**src/kcf_pkg.sv**
```systemverilog
package kcf_pkg;

  localparam int BoneCount = 16;
  localparam int IdxW      = (BoneCount > 1) ? $clog2(BoneCount) : 1;
  localparam int CntW      = $clog2(BoneCount + 1);

  localparam int CoordW  = 24;
  localparam int AngleW  = 16;
  localparam int BlendW  = 17;
  localparam int LengthW = 16;
  localparam int BoneIdxW = 6;

  localparam int ZW      = 21;
  localparam int XyW     = 19;
  localparam int CordicSteps = 16;
  localparam int StepW   = 4;

  localparam logic signed [ZW-1:0] Q16Pi     = 21'sd205887;
  localparam logic signed [ZW-1:0] Q16HalfPi = 21'sd102944;
  localparam logic signed [ZW-1:0] Q16TwoPi  = 21'sd411775;
  localparam logic signed [XyW-1:0] CordicGain = 19'sd39797;

  localparam logic signed [CoordW-1:0] CoordMax = 24'sh7FFFFF;
  localparam logic signed [CoordW-1:0] CoordMin = -24'sh800000;

  localparam logic [0:0] ActInit = 1'b0;
  localparam logic [0:0] ActMove = 1'b1;

  localparam logic [0:0] RegBlend  = 1'b0;
  localparam logic [0:0] RegLength = 1'b1;

  function automatic logic signed [ZW-1:0] atan_q16(input logic [StepW-1:0] i);
    logic signed [ZW-1:0] r;
    unique case (i)
      4'd0:    r = 21'sd51472;
      4'd1:    r = 21'sd30386;
      4'd2:    r = 21'sd16055;
      4'd3:    r = 21'sd8150;
      4'd4:    r = 21'sd4091;
      4'd5:    r = 21'sd2047;
      4'd6:    r = 21'sd1024;
      4'd7:    r = 21'sd512;
      4'd8:    r = 21'sd256;
      4'd9:    r = 21'sd128;
      4'd10:   r = 21'sd64;
      4'd11:   r = 21'sd32;
      4'd12:   r = 21'sd16;
      4'd13:   r = 21'sd8;
      4'd14:   r = 21'sd4;
      default: r = 21'sd2;
    endcase
    return r;
  endfunction

endpackage

```
**src/kinematic_chain_follow.sv**
```systemverilog
// kinematic_chain_follow: a chain of kcf_pkg::BoneCount equal bones whose angles live in a
// one-port synchronous memory. An init item (action 0) writes the given angle into every
// entry, one per cycle, and yields no result. A move item (action 1) yields one result
// per bone, root first: the angle is read, blended toward the parent's angle
// (multiply, then register), turned into cos/sin by a shared 16-step CORDIC (one step a
// cycle), scaled by the bone length (two registered multiplies) and added to the bone
// start with saturation; the new angle is written back. A move stalls in its output
// state while the previous result has not been taken.
// The angle memory resets to zero through a clearing pass over all BoneCount entries after
// reset, during which no item is accepted. Registers: angle_blend at 0x0 (values above
// 65536 act as 65536), bone_length at 0x4.
module kinematic_chain_follow (
  input  logic clk_i,
  input  logic rst_ni,
  input  logic psel,
  input  logic penable,
  input  logic pwrite,
  input  logic [2:0] paddr,
  input  logic [31:0] pwdata,
  output logic [31:0] prdata,
  output logic pready,
  input  logic in_valid_i,
  output logic in_ready_o,
  input  logic action_i,
  input  logic signed [kcf_pkg::CoordW-1:0] target_x_i,
  input  logic signed [kcf_pkg::CoordW-1:0] target_y_i,
  input  logic signed [kcf_pkg::AngleW-1:0] target_angle_i,
  output logic out_valid_o,
  input  logic out_ready_i,
  output logic [kcf_pkg::BoneIdxW-1:0] bone_index_o,
  output logic signed [kcf_pkg::CoordW-1:0] start_x_o,
  output logic signed [kcf_pkg::CoordW-1:0] start_y_o,
  output logic signed [kcf_pkg::CoordW-1:0] end_x_o,
  output logic signed [kcf_pkg::CoordW-1:0] end_y_o,
  output logic signed [kcf_pkg::AngleW-1:0] bone_angle_o,
  output logic last_bone_o
);
  import kcf_pkg::*;

  localparam logic [3:0] StClear = 4'd0;
  localparam logic [3:0] StIdle  = 4'd1;
  localparam logic [3:0] StInit  = 4'd2;
  localparam logic [3:0] StRead  = 4'd3;
  localparam logic [3:0] StBlend = 4'd4;
  localparam logic [3:0] StSat   = 4'd5;
  localparam logic [3:0] StFold  = 4'd6;
  localparam logic [3:0] StCord  = 4'd7;
  localparam logic [3:0] StMulX  = 4'd8;
  localparam logic [3:0] StMulY  = 4'd9;
  localparam logic [3:0] StEnd   = 4'd10;
  localparam logic [3:0] StOut   = 4'd11;

  logic [3:0] state_q, state_d;

  // Configuration registers
  logic [BlendW-1:0]  blend_q;
  logic [LengthW-1:0] length_q;
  logic cfg_wr;
  assign pready = 1'b1;
  assign cfg_wr = psel & penable & pwrite;

  always_ff @(posedge clk_i or negedge rst_ni) begin
    if (!rst_ni) begin
      blend_q  <= BlendW'(32768);
      length_q <= LengthW'(2560);
    end else if (cfg_wr && paddr[1:0] == 2'b00) begin
      if (paddr[2] == RegBlend) blend_q <= pwdata[BlendW-1:0];
      else                      length_q <= pwdata[LengthW-1:0];
    end
  end

  always_comb begin
    prdata = '0;
    if (paddr[1:0] == 2'b00) begin
      if (paddr[2] == RegBlend) prdata = 32'(blend_q);
      else                      prdata = 32'(length_q);
    end
  end

  // Angle memory
  logic signed [AngleW-1:0] mem [BoneCount];
  logic signed [AngleW-1:0] rd_q;
  logic mem_we;
  logic [IdxW-1:0] mem_addr;
  logic signed [AngleW-1:0] mem_wd;

  always_ff @(posedge clk_i) begin
    if (mem_we) mem[mem_addr] <= mem_wd;
    rd_q <= mem[mem_addr];
  end

  // Datapath registers
  logic [CntW-1:0] bone_q;
  logic signed [AngleW-1:0] parent_q, ta_q;
  logic signed [CoordW-1:0] sx_q, sy_q, ex_q, ey_q;
  logic signed [CoordW-1:0] run_x_q, run_y_q;
  logic signed [34:0] prod_q;
  logic signed [AngleW-1:0] ang_q;
  logic signed [ZW-1:0] z_q;
  logic signed [XyW-1:0] cx_q, cy_q;
  logic flip_q;
  logic [StepW-1:0] step_q;
  logic signed [36:0] mul_q;
  logic signed [CoordW+1:0] dx_q;

  logic signed [17:0] diff;
  logic signed [BlendW:0] w_eff;
  logic signed [ZW-1:0] z0, zf;
  logic fl;
  logic signed [XyW-1:0] sh_x, sh_y, tx_sel;
  logic signed [36:0] rnd;
  logic signed [CoordW+1:0] sum;
  logic signed [CoordW-1:0] sat;
  logic signed [18:0] bl_v;
  logic last;

  assign last = (bone_q == CntW'(BoneCount - 1));
  assign w_eff = (blend_q > BlendW'(65536)) ? (BlendW+1)'(65536) : (BlendW+1)'(blend_q);
  assign diff = 18'(rd_q) - 18'(parent_q);
  assign bl_v = 19'(parent_q) + 19'(prod_q[34:16]);

  always_comb begin
    z0 = ZW'(ang_q) <<< 4;
    zf = z0;
    if (z0 > Q16Pi) zf = z0 - Q16TwoPi;
    else if (z0 < -Q16Pi) zf = z0 + Q16TwoPi;
    fl = 1'b0;
    if (zf > Q16HalfPi) begin
      zf = zf - Q16Pi;
      fl = 1'b1;
    end else if (zf < -Q16HalfPi) begin
      zf = zf + Q16Pi;
      fl = 1'b1;
    end
  end

  assign sh_x = cx_q >>> step_q;
  assign sh_y = cy_q >>> step_q;
  assign tx_sel = (state_q == StMulX) ? (flip_q ? -cx_q : cx_q) : (flip_q ? -cy_q : cy_q);
  assign rnd = mul_q + 37'sd32768;

  always_comb begin
    sum = (CoordW+2)'(sx_q) + dx_q;
    if (state_q == StOut) sum = (CoordW+2)'(sy_q) + dx_q;
    if (sum > (CoordW+2)'(CoordMax)) sat = CoordMax;
    else if (sum < (CoordW+2)'(CoordMin)) sat = CoordMin;
    else sat = sum[CoordW-1:0];
  end

  logic out_fire;
  assign out_fire = out_valid_o & out_ready_i;
  assign in_ready_o = (state_q == StIdle);

  always_comb begin
    mem_we = 1'b0;
    mem_addr = bone_q[IdxW-1:0];
    mem_wd = ta_q;
    unique case (state_q)
      StClear: begin
        mem_we = 1'b1;
        mem_wd = '0;
      end
      StInit: mem_we = 1'b1;
      StFold: begin
        mem_we = 1'b1;
        mem_wd = ang_q;
      end
      default: ;
    endcase
  end

  logic out_valid_q;
  assign out_valid_o = out_valid_q;

  always_comb begin
    state_d = state_q;
    unique case (state_q)
      StClear: if (last) state_d = StIdle;
      StIdle: if (in_valid_i) state_d = (action_i == ActInit) ? StInit : StRead;
      StInit: if (last) state_d = StIdle;
      StRead:  state_d = StBlend;
      StBlend: state_d = StSat;
      StSat:   state_d = StFold;
      StFold:  state_d = StCord;
      StCord:  if (step_q == StepW'(CordicSteps - 1)) state_d = StMulX;
      StMulX:  state_d = StMulY;
      StMulY:  state_d = StEnd;
      StEnd:   state_d = StOut;
      StOut:   if (!out_valid_q || out_fire)
                 state_d = last ? StIdle : StRead;
      default: state_d = StIdle;
    endcase
  end

  always_ff @(posedge clk_i or negedge rst_ni) begin
    if (!rst_ni) begin
      state_q <= StClear;
      bone_q <= '0;
      out_valid_q <= 1'b0;
      run_x_q <= '0;
      run_y_q <= '0;
    end else begin
      state_q <= state_d;
      if (state_q == StOut && (!out_valid_q || out_fire)) out_valid_q <= 1'b1;
      else if (out_fire) out_valid_q <= 1'b0;
      unique case (state_q)
        StClear, StInit: bone_q <= last ? '0 : bone_q + 1'b1;
        StIdle: bone_q <= '0;
        StOut: if (!out_valid_q || out_fire) begin
          bone_q <= bone_q + 1'b1;
          if (bone_q == CntW'(BoneCount - 1)) begin
            run_x_q <= ex_q;
            run_y_q <= sat;
          end
        end
        default: ;
      endcase
    end
  end

  // Payload registers, no reset
  always_ff @(posedge clk_i) begin
    unique case (state_q)
      StIdle: begin
        ta_q <= target_angle_i;
        parent_q <= target_angle_i;
        sx_q <= target_x_i;
        sy_q <= target_y_i;
        step_q <= '0;
      end
      StBlend: prod_q <= 35'(diff) * 35'(w_eff) + 35'sd32768;
      StSat: begin
        if (bl_v > 19'sd32767) ang_q <= 16'sh7FFF;
        else if (bl_v < -19'sd32768) ang_q <= -16'sh8000;
        else ang_q <= bl_v[AngleW-1:0];
      end
      StFold: begin
        z_q <= zf;
        flip_q <= fl;
        cx_q <= CordicGain;
        cy_q <= '0;
        step_q <= '0;
      end
      StCord: begin
        if (z_q >= 0) begin
          cx_q <= cx_q - sh_y;
          cy_q <= cy_q + sh_x;
          z_q <= z_q - atan_q16(step_q);
        end else begin
          cx_q <= cx_q + sh_y;
          cy_q <= cy_q - sh_x;
          z_q <= z_q + atan_q16(step_q);
        end
        step_q <= step_q + 1'b1;
      end
      StMulX: mul_q <= 37'($signed({1'b0, length_q})) * 37'(tx_sel);
      StMulY: begin
        dx_q <= (CoordW+2)'(rnd >>> 16);
        mul_q <= 37'($signed({1'b0, length_q})) * 37'(tx_sel);
      end
      StEnd: begin
        ex_q <= sat;
        dx_q <= (CoordW+2)'(rnd >>> 16);
      end
      StOut: if (!out_valid_q || out_fire) begin
        bone_index_o <= BoneIdxW'(bone_q);
        start_x_o <= sx_q;
        start_y_o <= sy_q;
        end_x_o <= ex_q;
        end_y_o <= sat;
        bone_angle_o <= ang_q;
        last_bone_o <= (bone_q == CntW'(BoneCount - 1));
        parent_q <= ang_q;
        sx_q <= ex_q;
        sy_q <= sat;
      end
      default: ;
    endcase
  end

  logic unused;
  assign unused = ^{run_x_q, run_y_q, pwdata};

endmodule
```
**config.mk**
```make
export PLATFORM = sky130hd
export DESIGN_NAME = kinematic_chain_follow
export DESIGN_NICKNAME = d
export VERILOG_FILES = /design/src/kcf_pkg.sv /design/src/kinematic_chain_follow.sv
export SDC_FILE = /design/constraint.sdc
export NUM_CORES = 2
export LEC_CHECK = 0
export BUFFER_PORTS_ARGS = -buffer_cell sky130_fd_sc_hd__buf_2
export CORE_AREA = 2 2 362 364
export CTS_BUF_LIST = sky130_fd_sc_hd__clkbuf_4 sky130_fd_sc_hd__clkbuf_8 sky130_fd_sc_hd__clkbuf_16
export DETAILED_ROUTE_END_ITERATION = 6
export DIE_AREA = 0 0 364 366
export GPL_TIMING_DRIVEN = 0
export SETUP_SLACK_MARGIN = 0.4
export SKIP_LAST_GASP = 1
export SLEW_MARGIN = 30
export SYNTH_ARGS = -nofsm -noshare
export SYNTH_HDL_FRONTEND = slang
export SYNTH_SLANG_ARGS = --single-unit
```
**constraint.sdc**
```tcl
create_clock -name clk_i -period 16.2 [get_ports clk_i]
set_clock_uncertainty 0.15 [all_clocks]
set_input_delay 3.24 -clock clk_i [delete_from_list [all_inputs] [get_ports clk_i]]
set_output_delay 3.24 -clock clk_i [all_outputs]
set_load 0.005 [all_outputs]
```
-- Word-level counts from Yosys, hierarchy flattened
Memory sizes are Yosys's and may differ from the RTL's. A register that Yosys moved wholly into a read port is not among the register bits.
Index checks and enable logic that the tools add are counted.
- memories: 3
- bits in registers: 438
- input port bits: 107
- logic and storage cells: 156
- output and inout port bits: 154
- memory bits (read-only): 512
- memory bits (writable): 256
- memory list (memory ; depth ; width ; read ports ; clocked after memory_dff ; write ports ; RTL line ; text):
    (no name shown) ; 16 ; 16 ; 1 ; 1 ; 0 ; kcf_pkg.sv:34 ; unique case (i)
    (no name shown) ; 16 ; 16 ; 1 ; 1 ; 0 ; kcf_pkg.sv:34 ;
    mem ; 16 ; 16 ; 1 ; 1 ; 1 ; kinematic_chain_follow.sv:81 ; logic signed [AngleW-1:0] mem [BoneCount];
- magnitude comparators: 10
- add/subtract/negate cells: 20
- shifts and indexed selects: 2
- $mul: 2
- equality and inequality tests: 17
- reduce and logical (&&, ||, !) cells: 22
- bitwise operators: 4
- muxes and demuxes: 50
- operators by type and width (operator ; count):
    21-bit two-way mux ; 9
    24-bit two-way mux ; 4
    24-bit case mux with 2 select lines ; 2
    19-bit two-way mux ; 5
    19-bit case mux with 2 select lines ; 2
    16-bit case mux with 2 select lines ; 2
    19-bit adder ; 3
    17-bit two-way mux ; 3
    24-bit by 21-bit adder with 25-bit output ; 2
    4-bit case mux with 11 select lines ; 1
    21-bit case mux with 2 select lines ; 1
    19-bit negator ; 2
    19-bit by 4-bit >>> shifter with 19-bit output ; 2
    19-bit subtractor ; 2
    37-bit by 17-bit adder with 37-bit output (second input constant) ; 1
    17-bit by 19-bit multiplier with 36-bit output ; 1
    35-bit by 17-bit adder with 35-bit output (second input constant) ; 1
    17-bit by 18-bit multiplier with 35-bit output ; 1
    16-bit two-way mux ; 2
    26-bit by 24-bit greater-than comparator with 1-bit output (second input constant) ; 1
    26-bit by 24-bit less-than comparator with 1-bit output (second input constant) ; 1
    26-bit two-way mux ; 1
    4-bit two-way mux ; 6
    20-bit by 20-bit adder with 21-bit output (second input constant) ; 1
    other kinds (41) ; 71

-- Depth between registers and ports, before layout
- depth after elaboration: 7
- mapped depth: 36
- gate-level depth less buffers: 36

-- Least setup slack after synthesis
No wires, ideal clock.
- path type: input port to flip-flop
- from: in out_ready_i
- to: reg bone_q[3]
- data arrival time: 9.690 ns
- required time: 15.955 ns
- path slack: 6.264 ns
- cell stages on the path: 5
- buffers on the path: 0
- cells stage by stage: nor2b_1 nor2_1 a21oi_1 or2_2 o31ai_1
- cells in the longest elaborated chain, start to end: 4
- RTL lines (element ; RTL line ; text):
    start, declared ; kinematic_chain_follow.sv:29 ; input logic out_ready_i,
    1-bit AND ; kinematic_chain_follow.sv:151 ; assign out_fire = out_valid_o & out_ready_i;
    1-bit logical OR ; kinematic_chain_follow.sv:209 ; StOut: if (!out_valid_q || out_fire) begin
    2-bit by 1-bit != test with 1-bit output (no source line) ; - ;
    2-bit AND reduction (no source line) ; - ;
    end signal, assigned ; kinematic_chain_follow.sv:207 ; StClear, StInit: bone_q <= last ? '0 : bone_q + 1'b1;
    end signal, assigned ; kinematic_chain_follow.sv:210 ; bone_q <= bone_q + 1'b1;
    end, declared ; kinematic_chain_follow.sv:93 ; logic [CntW-1:0] bone_q;
No other way between the ends.
A chain may end at the register's enable or synchronous reset.

-- Worst setup path after layout
- from: reg cx_q[4]
- to: reg mul_q[35], data pin
- cells in the longest elaborated chain, start to end: 4
- RTL lines (element ; RTL line ; text):
    start, declared ; kinematic_chain_follow.sv:100 ; logic signed [XyW-1:0] cx_q, cy_q;
    start signal, assigned ; kinematic_chain_follow.sv:240 ; cx_q <= CordicGain;
    start signal, assigned ; kinematic_chain_follow.sv:246 ; cx_q <= cx_q - sh_y;
    start signal, assigned ; kinematic_chain_follow.sv:250 ; cx_q <= cx_q + sh_y;
    19-bit negator ; kinematic_chain_follow.sv:139 ; assign tx_sel = (state_q == StMulX) ? (flip_q ? -cx_q : cx_q) : (flip_q ? -cy_q : cy_q);
    19-bit two-way mux (*) (2 in a row) ; kinematic_chain_follow.sv:139 ;
    17-bit by 19-bit multiplier with 36-bit output (*) ; kinematic_chain_follow.sv:256, kinematic_chain_follow.sv:259 ;
    end signal, assigned ; kinematic_chain_follow.sv:256 ; StMulX: mul_q <= 37'($signed({1'b0, length_q})) * 37'(tx_sel);
    end signal, assigned ; kinematic_chain_follow.sv:259 ; mul_q <= 37'($signed({1'b0, length_q})) * 37'(tx_sel);
    end, declared ; kinematic_chain_follow.sv:103 ; logic signed [36:0] mul_q;
Every way passes the cells marked *; elsewhere a longest branch is shown, timed or not.

==> results by group <==
Final layout
  – Most common cell after layout, fill and taps aside: nand2_1
  – Fill cells: between 10k and 15k
  – Nets: 6587
  – Commonest cells after routing, fill and taps aside: nand2_1, inv_1, edfxtp_1, fa_1, ha_1
  – Synthesis-to-layout area growth: 12.1%
  – Post-route design area: 63500 um2
  – Diodes inserted: 0
  – Layout cells sized above 1: 12.4%
  – Seq. cell area: approximately 20000 um2
  – Area of the multi-input gates: between 30000 and 40000 um2

GRT
  – GRT busiest layer: met2
  – Met2 global-route usage: between 30% and 40%
  – GRT met3 Usage: 4.19%
  – Largest net degree at the start of global routing: 44
  – GRT Total Usage: between 20% and 30%
  – Vias in the first global route: about 40k
  – Global-route wire length before repair: between 200000 and 300000 um
  – Gr ovfl total: 0
  – Grt met1 use: a little over a third
  – Initial antenna violation count: 4

STA
  – Slew Viols, Final: 0
  – Worst-Margin Slew: 1.09 ns
  – RSZ-0062 raised after global routing: false
  – Sum Neg Setup Slack: 0 ns
  – Slew headroom: a little over a quarter
  – Final worst-path cycle share: approximately 66%
  – Hold Fails Final Rpt: 0
  – Post-route worst setup slack: ~5.6 ns
  – F_max: ~0.094 GHz
  – Final min period: 10.65 ns
  – # setup viols final: 0

Run status
  – Failing checks: DRC
  – Status: finished, violations left

Yosys
  – Synth area leader: edfxtp_1
  – Main combinational cell family by area after synthesis: adder cells
  – Post-synth cell types: 106
  – Ys async rst share: around 6.2%
  – Synth Area in XOR/XNOR: approximately 3.8%
  – Ranking of synthesized cells by area: edfxtp_1, fa_1, ha_1
  – Mean Syn Cell Area: about 11 um2
  – Mapped cell area: roughly 57000 um2
  – Yosys warns: 0
  – Gate Count Post-Synth: 5240
  – Adder-Cell Fraction of Synth Area: between 20% and 30%
  – Synth Area in Compound Gates: roughly 7.9%
  – Synth Area in Simple Gates: about an eighth
  – Synth top area share: 32.8%
  – Register area share after synthesis: a little over a third
  – Mux cell area share after synthesis: around 6.5%
  – Ys flop type: edfxtp_1
  – Seq cells post-synth: 694
  – Post-synth EDFFs: 619

Placement
  – Port Buffers: between 200 and 250
  – Post-detail-place hpwl: approximately 130000 um
  – GP Congestion: between 0.9 and 1
  – Area after DPL: between 60000 and 70000 um2
  – Place WS: approximately 5.7 ns

Clock network
  – Total CTS buffers: 77
  – Deepest clock path buffer count: 3
  – # resized after CTS: 0
  – Setup Fix Bufs, Post-CTS: 0
  – CTS tree: done
  – Clock latency on the worst-skew pair: approximately 0.71 ns
  – H-tree levels: 3
  – CTS Root Cell: clkbuf_16
  – Post-cts hold buffer count: 0
  – Clk slew on worst S/H paths: about 0.060 ns
  – Clk sinks: 694

Floorplanning
  – Num rows: roughly 130
  – Die width: around 360 um
  – I/O Pins: 261
  – Die Ht: around 370 um
  – Die Footprint: 133000 um2
  – Initial Util: between 40 and 50%
  – CORE AREA: between 100000 and 150000 um2

Worst setup path
  – Critical Setup Path Class: flop to flop
  – Setup crit end: mul_q[35]$_DFFE_PP_
  – CP Data Arrival Time: between 10 and 15 ns
  – CP max stage delay: roughly 0.84 ns
  – Slowest CP cell: a221oi_1
  – Worst flop-to-flop path startpoint: cx_q[4]$_SDFFCE_PN1P_
  – FF-to-FF path depth: 29
  – Crit end category: flop
  – Crit path from: cx_q[4]$_SDFFCE_PN1P_
  – R2R Path End: mul_q[35]$_DFFE_PP_
  – Most used cell, CP: fa_1
  – Worst-path fanout max: 10
  – CP Launch Type: flop
  – R2R Setup Slk: about 5.6 ns
  – CP required: 16.49 ns

Route
  – Drt wl/cell: between 20 and 25 um
  – Remaining antenna violation count: 0
  – DRC Markers: 1
  – Pre-antenna DRT Iters: 7
  – Vias/cell: between 5 and 6
  – Drt initial violations: between 3k and 4k
  – Total wire length: about 160000 um
  – Vias: around 40k

Worst hold path
  – Worst Hold Class: flop to flop
  – Min-delay src: sx_q[13]$_DFFE_PP_

Run
  – Max cap viols: 0
-- synth_stat cells (7+ instances only) --
cell type  instances
nand2_1          729
inv_1            713
edfxtp_1         619
fa_1             535
ha_1             354
nor2_1           320
clkbuf_1         177
a21oi_1          172
and2_1           158
xnor2_1          146
mux4_2           121
o21ai_0          114
xor2_1            96
nor3_1            94
nand3_1           58
a21o_1            52
mux2_2            44
nor2b_1           44
dfrtp_1           40
o21a_1            38
mux2i_1           36
nand2b_1          33
dfxtp_1           32
a211oi_1          30
and3_1            30
a31oi_1           29
or3_1             29
buf_1             26
o21ai_1           26
o31ai_1           24
a22o_1            20
buf_4             19
o22ai_1           19
or2_2             19
nor4_1            17
nand4_1           16
buf_2             14
o21bai_1          12
o31a_1             9
o41ai_1            8
or4_1              8
a211o_1            7
o211ai_1           7
-- per-stage QoR --
step / util (%) / hold WS [ns] / std cells
2_1_floorplan: - / 0.271 / 5255
3_3_place_gp: 46.5 / 0.280 / 7224
3_5_place_dp: 47.2 / 0.282 / 7254
4_1_cts: 49.2 / 0.297 / 7397
5_1_grt: 49.2 / 0.305 / 7397
6_report: 49.2 / 0.297 / 7397
-- state kept, by name, indices dropped and copies added (netlist names), 24 cells and up, named ones only --
name / flops
end_x_o: 24
end_y_o: 24
ex_q: 24
mem: 256
start_x_o: 24
start_y_o: 24
sx_q: 24
sy_q: 24
-- worst min path at each step --
stage | to | slack, ns | depth (start not counted)
3_5_place_dp | bone_index_o[3]$_DFFE_PP_ | 0.28 | 0
5_1_grt | end_x_o[21]$_DFFE_PP_ | 0.30 | 0
4_1_cts | start_x_o[13]$_DFFE_PP_ | 0.30 | 0
3_3_place_gp | bone_index_o[2]$_DFFE_PP_ | 0.28 | 0
2_1_floorplan | bone_angle_o[2]$_DFFE_PP_ | 0.27 | 0
6_report | start_x_o[13]$_DFFE_PP_ | 0.30 | 0
-- per-layer routing --
metal	part of all wire (%)	routed length (um)	up-vias
met4	2.8	4490	4
met3	8.1	13300	255
li1	-	-	18400
met1	43	70800	20300
met5	0.016	26	-
met2	46	74700	1661
-- logic make-up (layout without fill, tap and decap cells) --
family                   count (synthesis)  in the layout
AO/OA/AOI/OAI                          663            663
XOR/XNOR                               243            243
adder cells (fa/ha/maj)                891            891
buffers and inverters                  957           1357
flip-flops                             694            694
multiplexers                           205            205
other                                    2             17
AND/OR/NAND/NOR                       1585           1585
-- area by class of cell --
class	count	area share [%]
multi-input cells	3604	51.8
flip-flops and latches	694	32.0
inverters	716	4.24
clock buffers	102	3.46
well taps	1742	3.43
repair buffers	257	2.69
plain buffers	241	1.64
clock inverters	41	0.711
-- worst max-delay path: cells and delay by family (launching register included) --
| family | cells | cell delay, ns |
|---|---|---|
| xor gates and xnor gates | 1 | 0.08 |
| adders and majority gates | 7 | 3.44 |
| and+or+nand+nor | 5 | 2.19 |
| DFF | 1 | 0.45 |
| AOI/OAI and AO/OA | 11 | 3.07 |
| buffers and inverters | 5 | 1.02 |
Power is not shown: default switching activity piles up to over one toggle a cycle in this logic, so the estimate is an artifact.
